$ cat src/hw/rtl/setrig_pkg.sv
// Shared types and constants for the scheduled event trigger timer.
package setrig_pkg;

  // Default sizes of the schedule table and of one time value
  localparam int unsigned MaxEntriesDef = 16;
  localparam int unsigned TimeBitsDef   = 32;

  // Fixed field widths of the stream beats and the config port
  localparam int unsigned OpW        = 2;
  localparam int unsigned IdxW       = 4;
  localparam int unsigned EntryTimeW = 32;
  localparam int unsigned CountW     = 32;
  localparam int unsigned CfgIdxW    = 2;
  localparam int unsigned CfgDataW   = 5;
  localparam int unsigned EntryCntW  = 5;
  localparam int unsigned InDataW    = 40;  // 36 payload bits padded to bytes
  localparam int unsigned OutDataW   = 40;  // 38 payload bits padded to bytes

  // Operation codes carried in the input tuser
  typedef enum logic [OpW-1:0] {
    OP_TICK  = 2'd0,
    OP_WRITE = 2'd1,
    OP_START = 2'd2
  } op_e;

  // Configuration register indexes
  typedef enum logic [CfgIdxW-1:0] {
    CFG_RELATIVE_MODE = 2'd0,
    CFG_RECYCLE_EN    = 2'd1,
    CFG_ENTRY_COUNT   = 2'd2
  } cfg_idx_e;

  // One accepted input beat
  typedef struct packed {
    logic [OpW-1:0]        op;
    logic [IdxW-1:0]       entry_index;
    logic [EntryTimeW-1:0] entry_time;
  } item_t;

  // One result beat
  typedef struct packed {
    logic              trigger;
    logic [CountW-1:0] fire_count;
    logic              fire_index_valid;
    logic [IdxW-1:0]   fire_index;
  } res_t;

endpackage

$ cat src/hw/rtl/setrig_table.sv
// Schedule table: register file with one write port and one indexed read port.
module setrig_table #(
  parameter int unsigned MAX_ENTRIES = setrig_pkg::MaxEntriesDef,
  parameter int unsigned TIME_BITS   = setrig_pkg::TimeBitsDef,
  localparam int unsigned AddrW      = (MAX_ENTRIES > 1) ? $clog2(MAX_ENTRIES) : 1
) (
  input  logic                 clk_i,
  input  logic                 wr_en_i,
  input  logic [AddrW-1:0]     wr_addr_i,
  input  logic [TIME_BITS-1:0] wr_data_i,
  input  logic [AddrW-1:0]     rd_addr_i,
  output logic [TIME_BITS-1:0] rd_data_o,
  output logic [TIME_BITS-1:0] entry0_o
);

  logic [TIME_BITS-1:0] mem_q [MAX_ENTRIES];

  // No reset: entries are undefined until written
  always_ff @(posedge clk_i) begin
    if (wr_en_i) begin
      mem_q[wr_addr_i] <= wr_data_i;
    end
  end

  assign rd_data_o = mem_q[rd_addr_i];
  assign entry0_o  = mem_q[0];

endmodule

$ cat src/hw/rtl/setrig_sched.sv
// Schedule state: countdown, slot pointers, fire status and config registers.
module setrig_sched
  import setrig_pkg::*;
#(
  parameter int unsigned MAX_ENTRIES = setrig_pkg::MaxEntriesDef,
  parameter int unsigned TIME_BITS   = setrig_pkg::TimeBitsDef,
  localparam int unsigned AddrW      = (MAX_ENTRIES > 1) ? $clog2(MAX_ENTRIES) : 1
) (
  input  logic                              clk_i,
  input  logic                              rst_ni,
  input  logic                              cfg_we_i,
  input  logic [setrig_pkg::CfgIdxW-1:0]    cfg_idx_i,
  input  logic [setrig_pkg::CfgDataW-1:0]   cfg_data_i,
  input  logic                              en_i,
  input  setrig_pkg::item_t                 item_i,
  output setrig_pkg::res_t                  res_o,
  output logic                              tbl_wr_en_o,
  output logic [AddrW-1:0]                  tbl_wr_addr_o,
  output logic [TIME_BITS-1:0]              tbl_wr_data_o,
  output logic [AddrW-1:0]                  tbl_rd_addr_o,
  input  logic [TIME_BITS-1:0]              tbl_rd_data_i,
  input  logic [TIME_BITS-1:0]              tbl_entry0_i
);

  localparam int unsigned SlotW = $clog2(MAX_ENTRIES + 1);
  localparam int unsigned CntW  = (SlotW > EntryCntW) ? SlotW : EntryCntW;

  logic                 relative_q, recycle_q;
  logic [EntryCntW-1:0] entry_count_q;

  logic [TIME_BITS-1:0] countdown_q, countdown_d;
  logic [TIME_BITS-1:0] prev_time_q, prev_time_d;
  logic [SlotW-1:0]     next_slot_q, next_slot_d;
  logic                 restart_q, restart_d;   // restart slot is 0 or 1
  logic                 running_q, running_d;
  logic [CountW-1:0]    fires_q, fires_d;
  logic [IdxW-1:0]      last_idx_q, last_idx_d;
  logic                 any_fired_q, any_fired_d;
  logic                 trigger;

  logic [CntW-1:0]      ec_ext, n_act;
  logic                 more_slots, can_recycle;
  logic [AddrW-1:0]     load_addr;
  logic [TIME_BITS-1:0] base_time;

  always_ff @(posedge clk_i or negedge rst_ni) begin
    if (!rst_ni) begin
      relative_q    <= 1'b0;
      recycle_q     <= 1'b0;
      entry_count_q <= '0;
    end else if (cfg_we_i) begin
      unique case (cfg_idx_i)
        CFG_RELATIVE_MODE: relative_q    <= cfg_data_i[0];
        CFG_RECYCLE_EN:    recycle_q     <= cfg_data_i[0];
        CFG_ENTRY_COUNT:   entry_count_q <= cfg_data_i[EntryCntW-1:0];
        default: ;
      endcase
    end
  end

  // Active entry count, clamped to the table depth
  assign ec_ext = CntW'(entry_count_q);
  assign n_act  = (ec_ext > CntW'(MAX_ENTRIES)) ? CntW'(MAX_ENTRIES) : ec_ext;

  assign more_slots  = CntW'(next_slot_q) < n_act;
  assign can_recycle = recycle_q && (CntW'(restart_q) < n_act);
  assign load_addr   = more_slots ? next_slot_q[AddrW-1:0] : AddrW'(restart_q);
  // Absolute mode restarts its time reference on recycle
  assign base_time   = more_slots ? prev_time_q : '0;

  assign tbl_rd_addr_o = load_addr;
  assign tbl_wr_en_o   = en_i && (item_i.op == OP_WRITE) &&
                         (32'(item_i.entry_index) < MAX_ENTRIES);
  assign tbl_wr_addr_o = AddrW'(item_i.entry_index);
  assign tbl_wr_data_o = TIME_BITS'(item_i.entry_time);

  always_comb begin
    countdown_d = countdown_q;
    prev_time_d = prev_time_q;
    next_slot_d = next_slot_q;
    restart_d   = restart_q;
    running_d   = running_q;
    fires_d     = fires_q;
    last_idx_d  = last_idx_q;
    any_fired_d = any_fired_q;
    trigger     = 1'b0;
    if (en_i) begin
      case (item_i.op)
        OP_TICK: begin
          if (running_q) begin
            if (countdown_q != '0) begin
              countdown_d = countdown_q - 1'b1;
            end else begin
              trigger     = 1'b1;
              fires_d     = fires_q + 1'b1;
              any_fired_d = 1'b1;
              last_idx_d  = IdxW'(next_slot_q - 1'b1);
              if (more_slots || can_recycle) begin
                if (relative_q) begin
                  countdown_d = tbl_rd_data_i;
                end else begin
                  countdown_d = tbl_rd_data_i - base_time;
                  prev_time_d = tbl_rd_data_i;
                end
                next_slot_d = SlotW'(load_addr) + 1'b1;
              end else begin
                running_d = 1'b0;
              end
            end
          end
        end
        OP_START: begin
          fires_d     = '0;
          any_fired_d = 1'b0;
          last_idx_d  = '0;
          next_slot_d = SlotW'(1);
          restart_d   = 1'b0;
          prev_time_d = '0;
          countdown_d = '0;
          running_d   = (n_act != '0);
          if (n_act != '0) begin
            if (tbl_entry0_i == '0) begin
              restart_d = 1'b1;   // zero entry fires once, skipped on recycle
            end else begin
              countdown_d = tbl_entry0_i;
              prev_time_d = tbl_entry0_i;
            end
          end
        end
        default: ;  // writes go to the table; unused code does nothing
      endcase
    end
  end

  always_ff @(posedge clk_i or negedge rst_ni) begin
    if (!rst_ni) begin
      countdown_q <= '0;
      prev_time_q <= '0;
      next_slot_q <= '0;
      restart_q   <= 1'b0;
      running_q   <= 1'b0;
      fires_q     <= '0;
      last_idx_q  <= '0;
      any_fired_q <= 1'b0;
    end else begin
      countdown_q <= countdown_d;
      prev_time_q <= prev_time_d;
      next_slot_q <= next_slot_d;
      restart_q   <= restart_d;
      running_q   <= running_d;
      fires_q     <= fires_d;
      last_idx_q  <= last_idx_d;
      any_fired_q <= any_fired_d;
    end
  end

  assign res_o.trigger          = trigger;
  assign res_o.fire_count       = fires_d;
  assign res_o.fire_index_valid = any_fired_d;
  assign res_o.fire_index       = any_fired_d ? last_idx_d : '0;

endmodule

$ cat src/hw/rtl/scheduled_event_trigger_timer_core.sv
// Top level of the scheduled event trigger timer: stream ports and beat registers.
//
// Sample-tick event timer. Each input beat is a tick, a table write or a start
// (operation in s_axis_tuser) and produces exactly one result beat with the
// trigger flag, the fire count and the index of the last fired entry. Beats
// are taken at one per clock unless the output stalls: a beat lands in the
// input register, then the schedule state updates (one table read, one
// subtract, one decrement) and the result is captured in the output
// register, so throughput is one beat per cycle while m_axis_tready is
// high. The output register holds a result under back-pressure and the input
// register keeps accepting as long as the result moves on. Configuration
// writes take effect at once and belong in idle periods; relative_mode and
// recycle_enable are read at every load, so changes apply at the next fire.
// The table has no reset; start only after entry 0 and all counted entries
// have been written.
module scheduled_event_trigger_timer_core
  import setrig_pkg::*;
#(
  parameter int unsigned MAX_ENTRIES = setrig_pkg::MaxEntriesDef,
  parameter int unsigned TIME_BITS   = setrig_pkg::TimeBitsDef
) (
  input  logic                             clk_i,
  input  logic                             rst_ni,
  // config write port
  input  logic                             cfg_we_i,
  input  logic [setrig_pkg::CfgIdxW-1:0]   cfg_idx_i,
  input  logic [setrig_pkg::CfgDataW-1:0]  cfg_data_i,
  // input stream
  input  logic                             s_axis_tvalid,
  output logic                             s_axis_tready,
  // [3:0] entry_index, [35:4] entry_time, [39:36] zero
  input  logic [setrig_pkg::InDataW-1:0]   s_axis_tdata,
  // [1:0] operation
  input  logic [setrig_pkg::OpW-1:0]       s_axis_tuser,
  // result stream
  output logic                             m_axis_tvalid,
  input  logic                             m_axis_tready,
  // [0] trigger, [32:1] fire_count, [33] fire_index_valid,
  // [37:34] fire_index, [39:38] zero
  output logic [setrig_pkg::OutDataW-1:0]  m_axis_tdata
);

  localparam int unsigned AddrW = (MAX_ENTRIES > 1) ? $clog2(MAX_ENTRIES) : 1;

  logic  in_valid_q;
  item_t in_item_q;
  logic  out_valid_q;
  res_t  out_res_q;
  res_t  res;
  logic  advance;

  logic                 tbl_wr_en;
  logic [AddrW-1:0]     tbl_wr_addr, tbl_rd_addr;
  logic [TIME_BITS-1:0] tbl_wr_data, tbl_rd_data, tbl_entry0;

  // The held beat is processed whenever the result slot is free or draining
  assign advance       = !out_valid_q || m_axis_tready;
  assign s_axis_tready = !in_valid_q || advance;

  always_ff @(posedge clk_i or negedge rst_ni) begin
    if (!rst_ni) begin
      in_valid_q <= 1'b0;
    end else if (s_axis_tready) begin
      in_valid_q <= s_axis_tvalid;
    end
  end

  always_ff @(posedge clk_i) begin
    if (s_axis_tready && s_axis_tvalid) begin
      in_item_q.op          <= s_axis_tuser;
      in_item_q.entry_index <= s_axis_tdata[IdxW-1:0];
      in_item_q.entry_time  <= s_axis_tdata[IdxW +: EntryTimeW];
    end
  end

  setrig_sched #(
    .MAX_ENTRIES (MAX_ENTRIES),
    .TIME_BITS   (TIME_BITS)
  ) u_sched (
    .clk_i         (clk_i),
    .rst_ni        (rst_ni),
    .cfg_we_i      (cfg_we_i),
    .cfg_idx_i     (cfg_idx_i),
    .cfg_data_i    (cfg_data_i),
    .en_i          (in_valid_q && advance),
    .item_i        (in_item_q),
    .res_o         (res),
    .tbl_wr_en_o   (tbl_wr_en),
    .tbl_wr_addr_o (tbl_wr_addr),
    .tbl_wr_data_o (tbl_wr_data),
    .tbl_rd_addr_o (tbl_rd_addr),
    .tbl_rd_data_i (tbl_rd_data),
    .tbl_entry0_i  (tbl_entry0)
  );

  setrig_table #(
    .MAX_ENTRIES (MAX_ENTRIES),
    .TIME_BITS   (TIME_BITS)
  ) u_table (
    .clk_i     (clk_i),
    .wr_en_i   (tbl_wr_en),
    .wr_addr_i (tbl_wr_addr),
    .wr_data_i (tbl_wr_data),
    .rd_addr_i (tbl_rd_addr),
    .rd_data_o (tbl_rd_data),
    .entry0_o  (tbl_entry0)
  );

  // Result register
  always_ff @(posedge clk_i or negedge rst_ni) begin
    if (!rst_ni) begin
      out_valid_q <= 1'b0;
    end else if (advance) begin
      out_valid_q <= in_valid_q;
    end
  end

  always_ff @(posedge clk_i) begin
    if (advance && in_valid_q) begin
      out_res_q <= res;
    end
  end

  assign m_axis_tvalid = out_valid_q;
  assign m_axis_tdata  = {2'b00, out_res_q.fire_index, out_res_q.fire_index_valid,
                          out_res_q.fire_count, out_res_q.trigger};

endmodule

$ cat config.mk
export PLATFORM = sky130hd
export DESIGN_NAME = scheduled_event_trigger_timer_core
export DESIGN_NICKNAME = d
export VERILOG_FILES = /design/src/hw/rtl/setrig_pkg.sv /design/src/hw/rtl/setrig_table.sv /design/src/hw/rtl/setrig_sched.sv /design/src/hw/rtl/scheduled_event_trigger_timer_core.sv
export SDC_FILE = /design/constraint.sdc
export NUM_CORES = 1
export LEC_CHECK = 0
export ABC_CLOCK_PERIOD_IN_PS = 5210
export BUFFER_PORTS_ARGS = -buffer_cell sky130_fd_sc_hd__buf_2
export CAP_MARGIN = 30
export CORE_MARGIN = 3
export CORE_UTILIZATION = 40
export DETAILED_ROUTE_END_ITERATION = 8
export GPL_TIMING_DRIVEN = 0
export SYNTH_ARGS = -nofsm -noshare
export SYNTH_HDL_FRONTEND = slang
export SYNTH_HIERARCHICAL = 1
export SYNTH_SLANG_ARGS = --single-unit
$ cat constraint.sdc
create_clock -name clk_i -period 5.21 [get_ports clk_i]
set_input_delay 0.521 -clock clk_i [delete_from_list [all_inputs] [get_ports clk_i]]
set_output_delay 0.521 -clock clk_i [all_outputs]
set_load 0.05 [all_outputs]
==> Yosys cells after proc, flatten, opt, wreduce, memory -nomap -nowiden <==
Memory sizes are Yosys's and may differ from the RTL's.
Cells that the tools add are included.
{ "totals": {"register_bits": 193, "ram_bits": 512, "inputBits": 54, "out_inout_bits": 42, "wordCells": 102, "mem_count": 1} }
{ "mem_list": {"columns": ["name", "depth", "width", "rd", "rd_ports_with_merged_regs", "write_ports", "line_no", "rtl"], "rows": [
  ["u_table.mem_q", 16, 32, 2, 0, 1, "setrig_table.sv:16", "logic [TIME_BITS-1:0] mem_q [MAX_ENTRIES];"]
]} }
{ "op_classes": {"addsub": 5, "order_cmp": 3, "eq_ne": 9, "mux": 40, "reduce_logical": 24} }
{ "ops": {"columns": ["operator", "count"], "rows": [
  ["2-to-1 mux 32 bit", 14],
  ["case mux 32 bit (2 select lines)", 3],
  ["adder 32 x 1 -> 32 bit, second input constant", 1],
  ["logical NOT 32 bit", 1],
  ["nonzero test 32 bit", 1],
  ["subtractor 32 x 1 -> 32 bit, second input constant", 1],
  ["subtractor 32 bit", 1],
  ["2-to-1 mux 5 bit", 4],
  ["2-to-1 mux 4 bit", 4],
  ["AND reduction 2 bit", 6],
  ["2-to-1 mux 1 bit", 11],
  ["case mux 5 bit (2 select lines)", 1],
  ["case mux 4 bit (2 select lines)", 1],
  ["AND reduction 6 bit", 1],
  ["adder 4 x 1 -> 5 bit, second input constant", 1],
  ["greater-than comparator 5 bit, second input constant", 1],
  ["less-than comparator 1 x 5 -> 1 bit", 1],
  ["less-than comparator 5 bit", 1],
  ["AND reduction 5 bit", 1],
  ["nonzero test 5 bit", 1],
  ["equality test 2 x 1 -> 1 bit, second input constant", 2],
  ["equality test 2 bit, second input constant", 2],
  ["logical AND 1 bit", 4],
  ["logical NOT 2 bit", 2],
  ["9 further kinds", 15]
]} }

==> Logic depth before layout (Yosys ltp) <==
Gate-level depths: netlist of the first run.
An unclocked memory read counts as a cell.
{ "depth": {"ltp_word": 11, "mapped_depth": 24, "depth_no_buf": 21} }

==> Hierarchy <==
Netlist of the first run, hierarchy kept.
{ "modules_own_cells": {"columns": ["mod", "instances", "cells_each", "area_each_um2", "seq_area_each_um2"], "rows": [
  ["setrig_table", 1, 806, 19194.7, 15374.7],
  ["setrig_sched", 1, 1132, 9115.0, 2877.8],
  ["scheduled_event_trigger_timer_core", 1, 87, 2404.8, 2332.2]
]} }

==> Least setup slack after synthesis of the first run <==
OpenSTA, ideal clock, no wires.
{ "synth_timing": {"path_kind": "reg2reg", "startpoint": "reg out_valid_q, in the netlist m_axis_tvalid", "endpoint": "mem u_table/mem_q[0][0] in the netlist's numbering, enable pin", "setup_ps": 461, "arrival_ps": 4810, "t_required_ps": 4749, "slack_ps": -61, "stages_incl_launch_ff": 6, "path_buffers": 0, "period_less_slack_ps": 5271, "cell_sequence": "dfrtp_1 > nand2b_1 > and2_1 > and3_1 > or3b_2 > nor3_1"} }
{ "synth_between": {"elab_chain_cells": 6} }
{ "synth_lines": {"columns": ["element", "line_no", "rtl"], "rows": [
  ["start: declaration", "scheduled_event_trigger_timer_core.sv:47", "logic out_valid_q;"],
  ["start signal: assignment", "scheduled_event_trigger_timer_core.sv:114", "out_valid_q <= in_valid_q;"],
  ["logical NOT 1 bit", "scheduled_event_trigger_timer_core.sv:57", "assign advance = !out_valid_q || m_axis_tready;"],
  ["logical OR 1 bit", "scheduled_event_trigger_timer_core.sv:57", null],
  ["logical AND 1 bit", "scheduled_event_trigger_timer_core.sv:85", ".en_i (in_valid_q && advance),"],
  ["logical AND 1 bit", "setrig_sched.sv:72", "assign tbl_wr_en_o = en_i && (item_i.op == OP_WRITE) &&"],
  ["net tbl_wr_en", "scheduled_event_trigger_timer_core.sv:52", "logic tbl_wr_en;"],
  ["2-to-1 mux 1 bit", "setrig_table.sv:20", "if (wr_en_i) begin"],
  ["2-to-1 mux 1 bit (implied by the code)", "setrig_table.sv:21", "mem_q[wr_addr_i] <= wr_data_i;"],
  ["end: declaration", "setrig_table.sv:16", null]
]} }
The timed path passes the listed nets, and every way through them passes these cells.

==> Worst setup path in the final report of the first run <==
{ "layout_timing": {"startpoint": "reg u_sched.entry_count_q[4], in the netlist u_sched/ec_ext[4]", "endpoint": "reg u_sched.countdown_q[27]"} }
{ "layout_between": {"elab_chain_cells": 11, "elab_cells_between_ends": 19, "classes_between": "add/sub (1); order compare (3); eq/ne (1); mux (9); reduce/logical (4); memory (1)"} }
{ "layout_lines": {"columns": ["element", "line_no", "rtl"], "rows": [
  ["start: declaration", "setrig_sched.sv:29", "logic [EntryCntW-1:0] entry_count_q;"],
  ["start signal: assignment", "setrig_sched.sv:55", "CFG_ENTRY_COUNT: entry_count_q <= cfg_data_i[EntryCntW-1:0];"],
  ["greater-than comparator 5 bit", "setrig_sched.sv:63", "assign n_act = (ec_ext > CntW'(MAX_ENTRIES)) ? CntW'(MAX_ENTRIES) : ec_ext;"],
  ["2-to-1 mux 5 bit (*)", "setrig_sched.sv:63", null],
  ["less-than comparator 5 bit (*)", "setrig_sched.sv:65", "assign more_slots = CntW'(next_slot_q) < n_act;"],
  ["2-to-1 mux 4 bit (*)", "setrig_sched.sv:67", "assign load_addr = more_slots ? next_slot_q[AddrW-1:0] : AddrW'(restart_q);"],
  ["net tbl_rd_addr[0]", "scheduled_event_trigger_timer_core.sv:53", "logic [AddrW-1:0] tbl_wr_addr, tbl_rd_addr;"],
  ["memory read (16 x 32 bit) (*)", null, null],
  ["net tbl_rd_data[14]", "scheduled_event_trigger_timer_core.sv:54", "logic [TIME_BITS-1:0] tbl_wr_data, tbl_rd_data, tbl_entry0;"],
  ["subtractor 32 bit (*)", "setrig_sched.sv:102", "countdown_d = tbl_rd_data_i - base_time;"],
  ["2-to-1 mux 32 bit (*)", "setrig_sched.sv:99", "if (relative_q) begin"],
  ["2-to-1 mux 32 bit (*)", "setrig_sched.sv:98", "if (more_slots || can_recycle) begin"],
  ["2-to-1 mux 32 bit (*)", "setrig_sched.sv:91", "if (countdown_q != '0) begin"],
  ["2-to-1 mux 32 bit (*)", "setrig_sched.sv:90", "if (running_q) begin"],
  ["case mux 32 bit (2 select lines) (*)", "setrig_sched.sv:88", "case (item_i.op)"],
  ["end signal: assignment", "setrig_sched.sv:146", "countdown_q <= countdown_d;"],
  ["end: declaration", "setrig_sched.sv:31", "logic [TIME_BITS-1:0] countdown_q, countdown_d;"]
]} }
The timed path passes the listed nets; every way through them passes the cells marked *. The select of a mux whose other input is x is not followed.
A chain may end at the register's enable or synchronous reset.

==> results of run 1 <==
[worst paths after layout]
| kind | slack [ns] | cells past startpoint | end | start |
|---|---|---|---|---|
| hold reg to reg | 0.48 | 2 | u_sched/prev_time_q[6] | u_sched/prev_time_q[6] |
| max in group asynchronous | 4.03 | 3 | u_sched/prev_time_q[14] | rst_ni |
| setup / recovery | -0.04 | 21 | u_sched/countdown_q[27] | u_sched/ec_ext[4] |
| setup reg to reg | -0.04 | 21 | u_sched/countdown_q[27] | u_sched/ec_ext[4] |
| hold / removal | 0.06 | 1 | in_item_q[10] | s_axis_tdata[14] |
| min in group asynchronous | 0.39 | 2 | u_sched/ec_ext[4] | rst_ni |
[cells by family (layout without fill, tap and decap cells)]
group	count (synthesis)	after routing	synth area share
buf+inv	172	462	0.02823
simple gates	505	505	0.08294
xor+xnor	71	71	0.02025
flops	705	705	0.6702
fa+ha+maj	40	40	0.01654
other cells	1	3	0.0001221
compound gates	387	387	0.08225
mux	144	144	0.09948
[flip-flops by register name, indices dropped and copies added, names as in the netlist]
register,flops
u_table/mem_q,512
u_sched/prev_time_q,32
u_sched/countdown_q,32
u_sched/restart_q,1
u_sched/last_idx_q,4
u_sched/any_fired_q,1
u_sched/recycle_q,1
m_axis_tdata,38
u_sched/ec_ext,5
m_axis_tvalid,1
u_sched/fires_q,32
in_valid_q,1
u_sched/next_slot_q,5
u_sched/running_q,1
in_item_q,38
u_sched/relative_q,1
[synth_stat cells (all sizes together) (10+ instances only)]
master	instances
nand2	187
xor2	27
dfrtp	117
mux4	128
ha	39
xnor2	44
buf	81
inv	25
o211ai	10
edfxtp	588
nand3	30
a21oi	84
nor2	101
or3	15
a21o	20
nor2b	14
nor3	37
and2	18
o31ai	11
and3	26
nor4	18
a31oi	17
nand4	13
clkbuf	66
a22oi	93
nand2b	15
mux2	10
o21ai	88
[through the flow]
step | cells | setup WS, ns
floorplan | 2026 | 0.02145
global route | 3336 | -0.2034
finish | 3337 | -0.04179
detailed placement | 3163 | -2.122
global placement | 3135 | -3.045
CTS | 3312 | -0.03402
[power by group]
| part | internal (uW) | switching [uW] | total, uW | leakage, uW |
|---|---|---|---|---|
| Clock | 3440 | 2260 | 5700 | 0.00128 |
| Combinational | 4250 | 5410 | 9650 | 0.00468 |
| Sequential | 6430 | 263 | 6690 | 0.00685 |
| Total | 14100 | 7930 | 22100 | 0.0128 |
[worst register-to-register path: cells and delay by family, from the launching register on]
kind,cells,cell delay [ns]
buf+inv,4,0.62
mux,2,0.88
flops,1,0.40
compound gates,9,1.88
fa+ha+maj,2,0.42
simple gates,3,0.63
xor+xnor,1,0.27
[metal layers]
layer	track usage	wire, um	vias up
met1	0.2842	34580	9683
met3	0.03481	6004	167
met4	0.06011	2412	0
li1	-	-	8336
met5	0	0	-
met2	0.3265	39050	824
[layout make-up]
| type | count | share of cell area |
|---|---|---|
| flip-flops and latches | 705 | 0.5535 |
| multi-input cells | 1149 | 0.2741 |
| inverters | 25 | 0.002523 |
| clock buffers | 89 | 0.05330 |
| repair buffers | 159 | 0.03546 |
| plain buffers | 138 | 0.02833 |
| clock inverters | 51 | 0.01837 |
| diodes | 1 | 0.00006729 |
| well taps | 1020 | 0.03432 |
[timing repair]
action                     4_1_cts  5_1_grt
pin swaps                       29       51
cloned                           1        1
hold buffers                     1        0
setup endpoints to repair       32       22
resized for setup              221       62
hold endpoints to repair        45        0
buffers inserted                15       24
==> flow_metrics.tcl, run 1 <==
set metrics [dict create \
    crit_arrival_ns 5.74 \
    post-route-util 0.4945 \
    antenna_found_initial 1 \
    syn-cell-area_um2 30710 \
    port_buffers 89 \
    drt-total-wl_mm 82.05 \
    ant_nets 0 \
    hpwlAfterDp_mm 55.18 \
    overflow 0 \
    clock-sinks 705 \
    ys_ff_latch 705 \
    critPathSlowestCell "a2111o_1" \
    violations "negative setup slack" \
    layout_commonest_cell "edfxtp_1" \
    synthArstFlopShare 0.1660 \
    whs_ns 0.05969 \
    max-slew-margin-rel 0.3616 \
    path_class "reg -> reg" \
    clk_latency_ns 0.63 \
    setup_viol 3 \
    setup_slack_ns -0.04179 \
    setup_tns_ns -0.09348 \
    vias_per_cell 5.697 \
    fin_area_um2 37190 \
    power_uw 22050 \
    required_ns 5.70 \
    area_delta_synth_final_pct 21.07 \
    initial_utilization 0.4085 \
    cts_root_buffer "clkbuf_16" \
    wl_per_cell_um 24.59 \
    critPathLaunchType "flop" \
    drive_gt1_frac 0.2915 \
    rsz0062_at_grt "yes" \
    vias 19010 \
    slowest_delay_ns 0.46 \
    drt_iter0_drc 2024 \
    fin_crit_sh 1.008 \
    ys_warn_count 6 \
    synth_area_leaders "edfxtp_1, dfrtp_1, mux4_2" \
    synth_edf_count 588 \
    register_area_um2 20580 \
    first_global_vias 19330 \
    mostFrequentLayoutCells "edfxtp_1, nand2_1, mux4_2, dfrtp_1, buf_2" \
    place_area_um2 33050 \
    gr-usage-all-layers 0.2027 \
    multi_input_area_um2 10190 \
    syn_area_per_cell_um2 15.17 \
    min_period_ns 5.252 \
    grt_pass1_wl_mm 123.4 \
    status "finished with violations" \
    crit_path_max_fanout 6 \
    clk_pin_slew_worst_paths_ns 0.07 \
    routabilityCongestion 0.9236 \
    crit_buf_inv 4 \
    hold_path.class "in -> reg" \
    fmax_ghz 0.1904 \
    clock_skew_ns 0.02726 \
    p_leak_uw 0.01281 \
    rows 100 \
    crit_chain "inv_2 > nand2_2 > ha_4 > or3_4 > o22ai_4 > mux2_4 > buf_12 > buf_16 > mux4_2 > a22oi_2 > nand2_2 > ha_4 > a21oi_4 > o21ai_2 > a31o_2 > a2111o_1 > a31oi_4 > buf_6 > o41ai_2 > xnor2_1 > a21oi_1" \
    nFillCells 6206 \
    drc 0 \
    hold_viol 0 \
    cpLargestDelayFamily "compound AO/OA/AOI/OAI gates" \
    dieArea_um2 80150 \
    die_h_um 283.1 \
    coreArea_um2 75200 \
    report.final.slew_viol_count 0 \
    powerDensity_nw_per_um2 593.0 \
    die_w_um 283.1 \
    syn_inst 2025 \
    maxCapViolCount 0 \
    yosysSeqAreaShare 0.6702 \
    boundaryPins 96 \
    cts_tree "built" \
    grt_max_degree 73 \
    synth_flop_cell "edfxtp_1" \
    numCtsBuffers 76 \
    synth_top_area_frac 0.5749 \
    ir_worst_vdd_uv 419.2 \
    tightest_slew_ns 0.9540 \
    synth_cell_type_count 76 \
    nets 2348 \
    synth_top_area_cell "edfxtp_1" \
    endpoint_kind "flop" \
    cts_max_path_buffers 3 \
    htree_levels 3 \
    drtPass1Iterations 5 \
]
Note: power is estimated with default switching activity, not from simulation.
==> run 2, diff against run 1 <==
--- a/config.mk
+++ b/config.mk
@@ -8,7 +8,7 @@
 export ABC_CLOCK_PERIOD_IN_PS = 5210
 export BUFFER_PORTS_ARGS = -buffer_cell sky130_fd_sc_hd__buf_2
 export CAP_MARGIN = 30
-export CORE_MARGIN = 3
+export CORE_MARGIN = 2
 export CORE_UTILIZATION = 40
 export DETAILED_ROUTE_END_ITERATION = 8
 export GPL_TIMING_DRIVEN = 0
==> flow_metrics.tcl, run 2 (synthesized netlist as in run 1, its figures left out) <==
set metrics [dict create \
    status "finished, final reports clean" \
    hpwlAfterDp_mm 56.64 \
    gr-usage-all-layers 0.2134 \
    vias_per_cell 5.711 \
    cts_root_buffer "clkbuf_16" \
    port_buffers 89 \
    boundaryPins 96 \
    max-slew-margin-rel 0.2965 \
    clock_skew_ns 0.04231 \
    post-route-util 0.4975 \
    maxCapViolCount 0 \
    coreArea_um2 75950 \
    nFillCells 6294 \
    largest_register_ffs 512 \
    die_w_um 281.1 \
    place_area_um2 33070 \
    initial_utilization 0.4044 \
    clock-sinks 705 \
    cts_tree "built" \
    grt_max_degree 82 \
    register_area_um2 20580 \
    whs_ns 0.05201 \
    drtPass1Iterations 5 \
    reg2reg_depth 21 \
    htree_levels 3 \
    r2r_slack_ns 0.03 \
    setup_viol 0 \
    path_class "reg -> reg" \
    fin_crit_sh 0.9942 \
    drt_iter0_drc 1939 \
    min_period_ns 5.180 \
    r2r-start "u_sched/ec_ext[4]" \
    hold_viol 0 \
    nets 2376 \
    cts_max_path_buffers 3 \
    multi_input_area_um2 10430 \
    report.final.slew_viol_count 0 \
    numCtsBuffers 77 \
    overflow 0 \
    mostFrequentLayoutCells "edfxtp_1, nand2_1, mux4_2, dfrtp_1, buf_2" \
    endpoint_kind "flop" \
    layout_commonest_cell "edfxtp_1" \
    drive_gt1_frac 0.3135 \
    vias 19260 \
    p_leak_uw 0.01303 \
    r2r-end "u_sched/countdown_q[31]" \
    crit_arrival_ns 5.71 \
    regMostFlops "u_table/mem_q" \
    hold_path.class "in -> reg" \
    ir_worst_vdd_uv 387.5 \
    rsz0062_at_grt "yes" \
    tightest_slew_ns 1.051 \
    fmax_ghz 0.1930 \
    min_from "s_axis_tdata[21]" \
    dieArea_um2 79020 \
    routabilityCongestion 0.9382 \
    drc 0 \
    drt-total-wl_mm 84.96 \
    critical_path.endpoint "u_sched/countdown_q[31]" \
    critPathLaunchType "flop" \
    rows 101 \
    ant_nets 0 \
    setup_tns_ns 0 \
    antenna_found_initial 1 \
    crit_path_start "u_sched/ec_ext[4]" \
    crit_path_max_fanout 10 \
    clk_pin_slew_worst_paths_ns 0.06 \
    area_delta_synth_final_pct 23.02 \
    die_h_um 281.1 \
    powerDensity_nw_per_um2 608.1 \
    first_global_vias 19190 \
    clk_latency_ns 0.65 \
    fin_area_um2 37790 \
    wl_per_cell_um 25.19 \
    grt_pass1_wl_mm 124.9 \
    required_ns 5.74 \
]
run 2: worst min path at each step:
stage                             end  depth (start not counted)  slack (ns)
6_report                in_item_q[17]                          1        0.05
5_1_grt                  in_item_q[7]                          1        0.04
4_1_cts                  in_item_q[7]                          1        0.03
3_5_place_dp   u_sched/prev_time_q[0]                          2        0.46
3_3_place_gp   u_sched/prev_time_q[0]                          2        0.46
2_1_floorplan              in_valid_q                          0        0.23
run 2: cell type report:
type / count / area share
Clock inverter: 48 / 0.01401
Multi-Input combinational cell: 1149 / 0.2761
Inverter: 25 / 0.002484
Clock buffer: 90 / 0.05229
Buffer: 134 / 0.02977
Antenna cell: 1 / 0.00006623
Timing Repair Buffer: 190 / 0.04639
Sequential cell: 705 / 0.5448
Tap cell: 1030 / 0.03411
run 2: metal layers:
metal / vias to the layer above / global-route usage / share of wire
met3: 130 / 0.03425 / 0.065
met5: - / 0 / 0.00015
li1: 8421 / - / -
met4: 2 / 0.05896 / 0.026
met2: 730 / 0.3458 / 0.48
met1: 9975 / 0.2991 / 0.43
run 2: critical path: stages, from the launching register on:
cell and delay, ns:
dfrtp_1 0.39, inv_2 0.09, nand2_2 0.06, ha_4 0.15, or3_4 0.40, o22ai_4 0.19
mux2_4 0.41, buf_12 0.18, buf_12 0.15, mux4_2 0.44, a22oi_2 0.23, nand2_2 0.16
ha_4 0.27, a21o_4 0.22, a31oi_4 0.17, a21boi_2 0.12, a221o_2 0.45, a31oi_4 0.22
buf_12 0.15, o31ai_4 0.08, a2111oi_4 0.35, o31ai_1 0.11
run 2: what timing repair did:
item	4_1_cts	5_1_grt
pin swaps	48	71
buffers inserted	37	27
setup endpoints to repair	32	22
resized for setup	265	105
cloned	2	7
hold buffers	1	0
hold endpoints to repair	36	0
run 2: power by group:
part | total, uW | internal, uW | switching, uW
Clock | 5440 | 3150 | 2290
Combinational | 10800 | 4920 | 5910
Sequential | 6700 | 6430 | 270
Total | 23000 | 14500 | 8480
run 2: stage by stage:
step	instances	setup slack [ns]	power, uW
after CTS	3343	0.0007372	21770
final	3372	0.02998	22980
after detailed placement	3173	-2.348	14240
after global routing	3371	-0.1190	23990
after global placement	3145	-3.123	14190
after floorplan	2026	0.02145	12010
